`config.mk`:
```
export PLATFORM = sky130hd
export DESIGN_NAME = rtc_prescaler_factor_search
export DESIGN_NICKNAME = d
export VERILOG_FILES = /design/src/rtl/rpfs_pkg.sv /design/src/rtl/rtc_prescaler_factor_search.sv
export SDC_FILE = /design/constraint.sdc
export NUM_CORES = 1
export LEC_CHECK = 0
export ABC_AREA = 1
export BUFFER_PORTS_ARGS = -buffer_cell sky130_fd_sc_hd__buf_2
export CORE_MARGIN = 5
export CORE_UTILIZATION = 43
export DETAILED_ROUTE_END_ITERATION = 8
export PLACE_DENSITY = 0.58
export SLEW_MARGIN = 10
export SYNTH_ARGS = -nofsm -noshare
export SYNTH_HDL_FRONTEND = slang
export SYNTH_SLANG_ARGS = --single-unit
```
`constraint.sdc`:
```
create_clock -name i_clk -period 5.6 [get_ports i_clk]
set_clock_uncertainty 0.05 [all_clocks]
set_input_delay 0.28 -clock i_clk [delete_from_list [all_inputs] [get_ports i_clk]]
set_output_delay 0.28 -clock i_clk [all_outputs]
set_load 0.005 [all_outputs]
```
`src/rtl/rpfs_pkg.sv`:
```
`default_nettype none

package rpfs_pkg;

    // Number format of the measured frequency.
    localparam int FREQ_W      = 24;
    localparam int FRAC_BITS   = 8;
    localparam int TARGET_W    = 16;

    // Search range and defaults.
    localparam int ASYNC_W     = 7;
    localparam int START_ASYNC = 127;
    localparam int LOWEST_A    = 2;
    localparam int TRIES       = 4;
    localparam int DEFAULT_A   = 127;
    localparam int DEFAULT_S   = 255;
    localparam int EXACT_HZ    = 32768;
    localparam logic [TARGET_W-1:0] NO_DIFF = '1;

    // Rounding constant: half of one least significant integer step.
    localparam int HALF = (FRAC_BITS == 0) ? 0 : (1 << (FRAC_BITS - 1));

    // Sequencer states.
    typedef enum logic [2:0] {
        ST_IDLE,
        ST_DIV,
        ST_MUL,
        ST_CMP,
        ST_FINISH
    } t_state;

endpackage

`default_nettype wire

```
`src/rtl/rtc_prescaler_factor_search.sv`:
```
`default_nettype none

// Channel   Group        Payload (lowest bit first)
// -------   ----------   -------------------------------------------------
// in        s_axis_*     measured_freq[23:0]
// out       m_axis_*     async_div[6:0], sync_div[22:7], zero pad [23]
//
// An input of exactly 32768.0 Hz skips the search and loads the standard pair as its result.
// Otherwise, for each A from 127 down to 2, the bit-serial divider runs first, then four
// candidate S values are tried on the shared multiplier and comparator; a zero difference
// stops the search early.
// Reset is synchronous and active low; it clears the sequencer and the output valid.
// Requests are taken only while idle; a stalled sink keeps a finished search waiting.
module rtc_prescaler_factor_search (
    input  wire logic        i_clk,
    input  wire logic        i_rst_n,
    input  wire logic        s_axis_tvalid,
    output logic             s_axis_tready,
    input  wire logic [23:0] s_axis_tdata,   // measured_freq[23:0]
    output logic             m_axis_tvalid,
    input  wire logic        m_axis_tready,
    output logic [23:0]      m_axis_tdata    // async_div[6:0], sync_div[22:7], pad[23]
);
    import rpfs_pkg::*;

    localparam int CNT_W  = $clog2(TARGET_W);
    localparam int TRY_W  = $clog2(TRIES);
    localparam int PROD_W = ASYNC_W + TARGET_W;
    localparam int WIDE_W = FREQ_W + TARGET_W;
    localparam logic [WIDE_W-1:0] EXACT_FREQ = WIDE_W'(EXACT_HZ) << FRAC_BITS;

    t_state                r_state, n_state;
    logic [TARGET_W-1:0]   r_target;
    logic [TARGET_W-1:0]   r_quo;
    logic [ASYNC_W-1:0]    r_rem;
    logic [CNT_W-1:0]      r_cnt;
    logic [ASYNC_W-1:0]    r_a;
    logic [TARGET_W-1:0]   r_s;
    logic [TRY_W-1:0]      r_k;
    logic [TARGET_W-1:0]   r_diff;
    logic [TARGET_W-1:0]   r_best_diff;
    logic [ASYNC_W:0]      r_best_a;
    logic [TARGET_W-1:0]   r_best_s;
    logic                  r_out_valid;
    logic [23:0]           r_out_data;

    logic                  w_accept;
    logic                  w_exact;
    logic [FREQ_W:0]       w_round;
    logic [TARGET_W-1:0]   w_new_target;
    logic [ASYNC_W:0]      w_trial;
    logic                  w_fits;
    logic [TARGET_W-1:0]   w_next_quo;
    logic [ASYNC_W-1:0]    w_next_rem;
    logic [PROD_W-1:0]     w_prod;
    logic                  w_better;
    logic                  w_last_try;
    logic                  w_last_a;
    logic                  w_load_out;

    // Request decode: exact standard frequency and rounding to whole Hz.
    assign w_accept     = s_axis_tvalid && s_axis_tready;
    assign w_exact      = (WIDE_W'(s_axis_tdata) == EXACT_FREQ);
    assign w_round      = {1'b0, s_axis_tdata} + (FREQ_W + 1)'(HALF);
    assign w_new_target = TARGET_W'(w_round >> FRAC_BITS);

    // One restoring division step: remainder shifts in the next dividend bit from the top of the quotient register.
    assign w_trial    = {r_rem, r_quo[TARGET_W-1]};
    assign w_fits     = (w_trial >= {1'b0, r_a});
    assign w_next_quo = {r_quo[TARGET_W-2:0], w_fits};
    assign w_next_rem = w_fits ? ASYNC_W'(w_trial - {1'b0, r_a}) : ASYNC_W'(w_trial);

    // Shared multiplier and comparator for the candidate check.
    assign w_prod     = r_a * r_s;
    assign w_better   = (r_diff < r_best_diff);
    assign w_last_try = (r_k == TRY_W'(TRIES - 1));
    assign w_last_a   = (r_a == ASYNC_W'(LOWEST_A));

    // Next state.
    always_comb begin
        n_state = r_state;
        case (r_state)
            ST_IDLE: begin
                if (w_accept) begin
                    n_state = w_exact ? ST_FINISH : ST_DIV;
                end
            end
            ST_DIV: begin
                if (r_cnt == CNT_W'(TARGET_W - 1)) begin
                    n_state = ST_MUL;
                end
            end
            ST_MUL: begin
                n_state = ST_CMP;
            end
            ST_CMP: begin
                if (w_better && (r_diff == '0)) begin
                    n_state = ST_FINISH;
                end else if (w_last_try) begin
                    n_state = w_last_a ? ST_FINISH : ST_DIV;
                end else begin
                    n_state = ST_MUL;
                end
            end
            ST_FINISH: begin
                if (!r_out_valid || m_axis_tready) begin
                    n_state = ST_IDLE;
                end
            end
            default: begin
                n_state = ST_IDLE;
            end
        endcase
    end

    // Handshake outputs and the output register load.
    always_comb begin
        s_axis_tready = (r_state == ST_IDLE);
        w_load_out    = (r_state == ST_FINISH) && (!r_out_valid || m_axis_tready);
        m_axis_tvalid = r_out_valid;
        m_axis_tdata  = r_out_data;
    end

    // Control registers.
    always_ff @(posedge i_clk) begin
        if (!i_rst_n) begin
            r_state     <= ST_IDLE;
            r_out_valid <= 1'b0;
        end else begin
            r_state <= n_state;
            if (w_load_out) begin
                r_out_valid <= 1'b1;
            end else if (m_axis_tready) begin
                r_out_valid <= 1'b0;
            end
        end
    end

    // Datapath registers.
    always_ff @(posedge i_clk) begin
        case (r_state)
            ST_IDLE: begin
                if (w_accept) begin
                    r_target    <= w_new_target;
                    r_quo       <= w_new_target;
                    r_rem       <= '0;
                    r_cnt       <= '0;
                    r_a         <= ASYNC_W'(START_ASYNC);
                    r_best_diff <= NO_DIFF;
                    // The exact case stores A and S one above the standard pair,
                    // so that the common minus one yields it unchanged.
                    if (w_exact) begin
                        r_best_a <= (ASYNC_W + 1)'(DEFAULT_A + 1);
                        r_best_s <= TARGET_W'(DEFAULT_S + 1);
                    end else begin
                        r_best_a <= (ASYNC_W + 1)'(DEFAULT_A);
                        r_best_s <= TARGET_W'(DEFAULT_S);
                    end
                end
            end
            ST_DIV: begin
                r_quo <= w_next_quo;
                r_rem <= w_next_rem;
                r_cnt <= r_cnt + 1'b1;
                // The first candidate S is the quotient plus two.
                if (r_cnt == CNT_W'(TARGET_W - 1)) begin
                    r_s <= w_next_quo + TARGET_W'(2);
                    r_k <= '0;
                end
            end
            ST_MUL: begin
                r_diff <= w_prod[TARGET_W-1:0] - r_target;
            end
            ST_CMP: begin
                if (w_better) begin
                    r_best_diff <= r_diff;
                    r_best_a    <= {1'b0, r_a};
                    r_best_s    <= r_s;
                end
                r_s <= r_s - 1'b1;
                r_k <= r_k + 1'b1;
                // Move on to the next smaller A and restart the divider.
                if (w_last_try) begin
                    r_a   <= r_a - 1'b1;
                    r_quo <= r_target;
                    r_rem <= '0;
                    r_cnt <= '0;
                end
            end
            ST_FINISH: begin
                if (w_load_out) begin
                    r_out_data <= {1'b0, TARGET_W'(r_best_s - 1'b1),
                                   ASYNC_W'(r_best_a - 1'b1)};
                end
            end
            default: begin
            end
        endcase
    end

`ifndef SYNTHESIS
    // The divider leaves a correct quotient and remainder for the current A.
    a_div_result: assert property (@(posedge i_clk) disable iff (!i_rst_n)
        (r_state == ST_DIV && r_cnt == CNT_W'(TARGET_W - 1)) |=>
        ((32'(r_quo) * 32'(r_a) + 32'(r_rem) == 32'(r_target)) && (r_rem < r_a)))
        else $error("divider result does not match target and A");

    // The best difference never grows during a search.
    a_best_falls: assert property (@(posedge i_clk) disable iff (!i_rst_n)
        (r_state == ST_CMP) |=> (r_best_diff <= $past(r_best_diff)))
        else $error("best difference grew");

    // A stays inside its search range while the search runs.
    a_a_range: assert property (@(posedge i_clk) disable iff (!i_rst_n)
        (r_state == ST_DIV || r_state == ST_MUL || r_state == ST_CMP) |->
        (r_a >= ASYNC_W'(LOWEST_A) && r_a <= ASYNC_W'(START_ASYNC)))
        else $error("A out of search range");

    // A zero difference ends the search at once.
    a_zero_stops: assert property (@(posedge i_clk) disable iff (!i_rst_n)
        (r_state == ST_CMP && w_better && r_diff == '0) |=> (r_state == ST_FINISH))
        else $error("search went on after an exact match");
`endif

endmodule

`default_nettype wire

```
==> results of run 1 <==
==> synth_stat cells, types with 2 or more instances <==
master,n,share of area
inv_2,6,0.0020
nor4_1,7,0.0040
o21ai_0,46,0.021
nand3_2,2,0.0018
dfxtp_1,4,0.0073
o221ai_1,10,0.0080
xor2_1,57,0.045
o211ai_1,3,0.0020
clkbuf_1,19,0.0065
inv_1,265,0.090
nor2_2,10,0.0057
a21o_1,2,0.0014
a31oi_1,5,0.0028
nor3_2,5,0.0046
buf_6,2,0.0020
nor3_1,14,0.0064
buf_4,3,0.0020
nand3b_1,3,0.0020
o21ai_2,3,0.0024
buf_1,2,0.00068
buf_2,14,0.0064
xnor2_1,18,0.014
nor2_1,74,0.025
a22oi_1,5,0.0034
a21oi_1,35,0.016
or2_2,17,0.0097
nand2_1,234,0.080
nor2_4,3,0.0031
edfxtp_1,146,0.40
nand2_2,6,0.0034
ha_1,57,0.065
nand4_1,6,0.0034
fa_1,68,0.12
nand3_1,33,0.015
a211oi_1,2,0.0014
o21bai_1,2,0.0014
==> power breakdown <==
group,switching (mW),leakage (nW),internal (mW),total (mW)
clock,0.556,0.282,0.596,1.15
sequential,0.184,1.31,1.79,1.98
combinational,2.20,4.13,1.32,3.52
total,2.94,5.72,3.71,6.65
==> kinds of logic after synthesis <==
| family | synth area share |
|---|---|
| flip-flops | 0.406 |
| buffers and inverters | 0.110 |
| XOR/XNOR | 0.0612 |
| AO/OA/AOI/OAI | 0.0644 |
| other | 0.000341 |
| AND/OR/NAND/NOR | 0.169 |
| adder cells (fa/ha/maj) | 0.189 |
==> worst max-delay path: stages, from the launching register on <==
cell,delay (ps)
edfxtp_1,720
nand2_1,150
fa_1,500
fa_1,480
inv_1,50
fa_1,530
inv_1,50
fa_1,530
inv_1,50
ha_1,340
a21oi_1,200
o21ai_0,110
nor2_1,210
o21ai_0,170
a31oi_1,190
xor2_1,90
==> cell type report <==
cell class,instances,area [um2]
clock inverter,15,153
inverter,271,1020
tap,330,413
fill,2396,13000
multi-input combinational,741,5350
timing repair buffer,61,328
clock buffer,17,425
sequential,150,4460
==> layer usage <==
layer,track usage,up-vias
met5,0,-
met4,0.0476,0
met3,0.0214,21
met2,0.285,172
met1,0.236,3706
li1,-,3864
==> sequential cells by signal, indices dropped and copies added (netlist names) <==
name           count
r_s               16
r_a                7
r_best_s          16
r_rem              7
r_quo             16
r_cnt              4
r_state            3
r_best_a           7
r_target          16
r_best_diff       16
r_k                2
m_axis_tdata      23
r_diff            16
m_axis_tvalid      1
==> final timing paths <==
| path | cells past startpoint | slack (ps) | to | start |
|---|---|---|---|---|
| min | 3 | 70 | m_axis_tvalid | i_rst_n |
| min reg2reg | 1 | 500 | m_axis_tdata[0] | r_best_a[0] |
| max | 15 | 930 | r_diff[11] | r_a[3] |
| max reg2reg | 15 | 930 | r_diff[11] | r_a[3] |
==> per-stage QoR <==
stage | power [mW] | cell area, um2
floorplan | 4.68 | 11000
global placement | 5.46 | 11600
CTS | 6.70 | 12100
detailed placement | 5.54 | 11600
finish | 6.65 | 12100
global route | 7.29 | 12100
==> results_dict.tcl, run 1 <==
set metrics [dict create \
    status "complete, no violations" \
    grt_start_max_net_pins 55 \
    crit_path_max_fanout 17 \
    netlist_instances 1202 \
    insertion_delay_ps 430 \
    routed_wl_um 23600 \
    drc 0 \
    ys_ff_latch 150 \
    syn_to_final_growth_pct 10.5 \
    setup_violations 0 \
    grt_setup_unrepaired "no" \
    async_flop_share 0 \
    vias_per_cell 4.90 \
    dr_wl_met2_um 11100 \
    postCtsSetupBuffers 0 \
    post-place-ws_ps 947 \
    power.leakage_nw 5.72 \
    synth_nets 1355 \
    grt_pass1_vias 7696 \
    min_path_type "in2reg" \
    layout-drive-gt1-share 0.122 \
    whs_ps 72.5 \
    die_x_um 170 \
    cts_sinks 150 \
    fmax_mhz 214 \
    core-area_mm2 0.0252 \
    first_pass_iters 5 \
    final_common_cell "inv_1" \
    routed.top_layer "met4" \
    globalplace.congestion 0.891 \
    dp.cells 1553 \
    maxSlewViolCount 0 \
    drtIter0Drc 553 \
    cts_max_path_buffers 2 \
    clk_pin_slew_ps 70 \
    initial_utilization 0.437 \
    synth_cell_types 50 \
    timing_hold_violations_final 0 \
    ys_warn_count 0 \
    rows 58 \
    post_drt_wl_per_cell_um 14.9 \
    grt_pass1_wl_um 38900 \
    finalNetCount 1395 \
    cts-root-buf "clkbuf_16" \
    critPathCaptureType "register" \
    numCtsBuffers 17 \
    ant_nets 0 \
    final_cell_count_no_fill 1585 \
    met1_length_um 11100 \
    grt-ovfl-total 0 \
    worst_slew_pin_slew_ps 1190 \
    power_density_mw_per_mm2 547 \
    io_pins 54 \
    dp_hpwl_um 18400 \
    maxSlewHeadroom 0.197 \
    syn_area_mm2 0.0110 \
    worstPathArrival_ps 4790 \
    antennaDiodeCount 0 \
    vias 7763 \
    startpoint_type "register" \
    htree_levels 4 \
    layout_common_cells "inv_1 (264), nand2_1 (234), edfxtp_1 (146), nor2_1 (74), fa_1 (68)" \
    ir_worst_vdd_v 0.000330 \
    antenna_found_initial 0 \
    cts_tree "done" \
    cts.hold.buffers_added 0 \
    io_buffers 52 \
    post-route-min-period_ps 4670 \
    fin_util 0.482 \
    die_h_um 170 \
    synth-edff-count 146 \
    crit_required_ps 5720 \
    synth.avg_cell_area_um2 9.15 \
    path_class "reg2reg" \
    setup_tns_ps 0 \
    dieArea_mm2 0.0289 \
    ys.flop_type "edfxtp_1" \
    post_cts_resized 0 \
    cap_violations 0 \
    ys_seq_area_frac 0.406 \
    post-route-worst-setup-slack_ps 934 \
    min_period_over_period 0.833 \
    wl_met3_um 1080 \
    track_usage 0.171 \
]
Power figures use the tool's default switching activity.
==> run 2, diff against run 1 <==
Clock period 5.6 ns to 4.8 ns, I/O delays scaled along.
==> run 2 against run 1 <==
Against the previous run: cell count is 1.1% higher; critical path depth is 1 higher; global-route usage is 0.54 points higher; maximum frequency is 4.0% higher; total power is 17% higher; sequential share of layout area is 0.46 points lower; first-iteration DRC count is 17% lower; utilization is 0.62 points higher; count of clock-buffer cells in the layout is 1 higher; critical path type unchanged.
==> results_dict.tcl, run 2 (synthesis gave the netlist of run 1 again) <==
set metrics [dict create \
    status "complete, no violations" \
    cts_tree "done" \
    grt_pass1_vias 7925 \
    numCtsBuffers 17 \
    grt_pass1_wl_um 40300 \
    finalNetCount 1412 \
    use_met2 0.289 \
    path_class "reg2reg" \
    cap_violations 0 \
    post-route-min-period_ps 4490 \
    p_int_mw 4.46 \
    final_common_cell "inv_1" \
    p_clk_frac 0.177 \
    grt_start_max_net_pins 40 \
    io_pins 54 \
    post_drt_wl_per_cell_um 14.9 \
    setup_violations 0 \
    globalplace.congestion 0.873 \
    startpoint_type "register" \
    min_path_type "in2reg" \
    routed_wl_um 23800 \
    fin_util 0.489 \
    first_pass_iters 5 \
    post-route-worst-setup-slack_ps 311 \
    die_x_um 170 \
    grt-ovfl-total 0 \
    syn_to_final_growth_pct 11.9 \
    ir_worst_vdd_v 0.000296 \
    fill_cells 2384 \
    power.leakage_nw 5.80 \
    layout-drive-gt1-share 0.133 \
    power_density_mw_per_mm2 630 \
    busiest_layer "met2" \
    setup_tns_ps 0 \
    p_seq_frac 0.296 \
    cts_max_path_buffers 2 \
    track_usage 0.176 \
    maxSlewHeadroom 0.305 \
    layout_common_cells "inv_1 (264), nand2_1 (234), edfxtp_1 (146), nor2_1 (73), fa_1 (68)" \
    rows 58 \
    p_switching_mw 3.29 \
    vias_per_cell 4.82 \
    maxSlewViolCount 0 \
    core-area_mm2 0.0252 \
    htree_levels 4 \
    crit_required_ps 4920 \
    met1_usage 0.246 \
    crit_path_max_fanout 6 \
    worstPathArrival_ps 4610 \
    grt_setup_unrepaired "no" \
    cts_sinks 150 \
    drtIter0Drc 461 \
    initial_utilization 0.437 \
    comb_power_share 0.527 \
    cts-root-buf "clkbuf_16" \
    dieArea_mm2 0.0289 \
    dp_hpwl_um 19000 \
    critPathCaptureType "register" \
    fmax_mhz 223 \
    timing_hold_violations_final 0 \
    min_period_over_period 0.935 \
    worst_slew_pin_slew_ps 1030 \
    insertion_delay_ps 420 \
    clk_pin_slew_ps 60 \
    largest_reg_flops 23 \
    ant_nets 0 \
    antenna_found_initial 0 \
    cts.hold.buffers_added 0 \
    post-place-ws_ps 282 \
    vias 7722 \
    antennaDiodeCount 0 \
    die_h_um 170 \
    use_met3 0.0262 \
    swShare 0.425 \
    drc 0 \
    io_buffers 52 \
]
## run 2: cell types whose count changed in the layout (fill, tap and decap cells not counted), sizes merged
cell	before	now
clkinv	4	6
bufinv	0	3
inv	281	274
clkbuf	17	18
clkinvlp	1	2
buf	61	78
## run 2: critical path, cell delays in order (launching register included)
cell,delay (ps)
edfxtp_1,450
buf_4,200
nand2_1,70
inv_1,60
fa_1,430
fa_1,510
fa_1,490
inv_1,50
fa_1,530
inv_1,40
ha_1,350
nand2_1,120
nor3_1,210
nor2_2,100
o21ai_0,260
a31oi_1,150
xor2_1,160
## run 2: timing repair
| action | CTS | global route |
|---|---|---|
| buffers inserted | 0 | 3 |
| endpoints found under the setup margin | 0 | 2 |
| resized for setup | 0 | 1 |
## run 2: power by group through the flow
stage / Combinational (mW) / Clock (mW) / Sequential, mW
after CTS: 4.14 / 1.40 / 2.30
after detailed placement: 4.12 / 0 / 2.33
after global routing: 4.79 / 1.46 / 2.33
after floorplan: 3.19 / 0 / 2.27
after global placement: 4.07 / 0 / 2.32
final: 4.08 / 1.37 / 2.30
## run 2: per-layer routing
metal	vias up	wire length (um)
met5	-	0
met4	0	360
met3	19	943
met2	151	11100
met1	3650	11400
li1	3902	-
## run 2: metrics by stage
step | hold slack, ps | std cells | area [um2] | power (mW)
after global routing | 48.8 | 1602 | 12300 | 8.58
after CTS | 27.9 | 1599 | 12300 | 7.84
after floorplan | 352 | 1202 | 11000 | 5.46
after detailed placement | 471 | 1567 | 11700 | 6.45
final | 33.1 | 1602 | 12300 | 7.75
after global placement | 457 | 1567 | 11700 | 6.39
## run 2: path summary, 6_finish.rpt
check	end	slack, ps	from	depth (start not counted)
max	r_diff[11]	310	r_s[1]	16
max reg2reg	r_diff[11]	310	r_s[1]	16
min reg2reg	m_axis_tdata[0]	510	r_best_a[0]	1
min	m_axis_tvalid	30	i_rst_n	3
## run 2: final cells by class
class,instances,area (um2),area share
multi-input combinational,741,5350,0.435
sequential,150,4460,0.363
inverter,271,1020,0.0827
timing repair buffer,78,455,0.0370
clock buffer,18,429,0.0349
tap,330,413,0.0336
clock inverter,14,174,0.0141
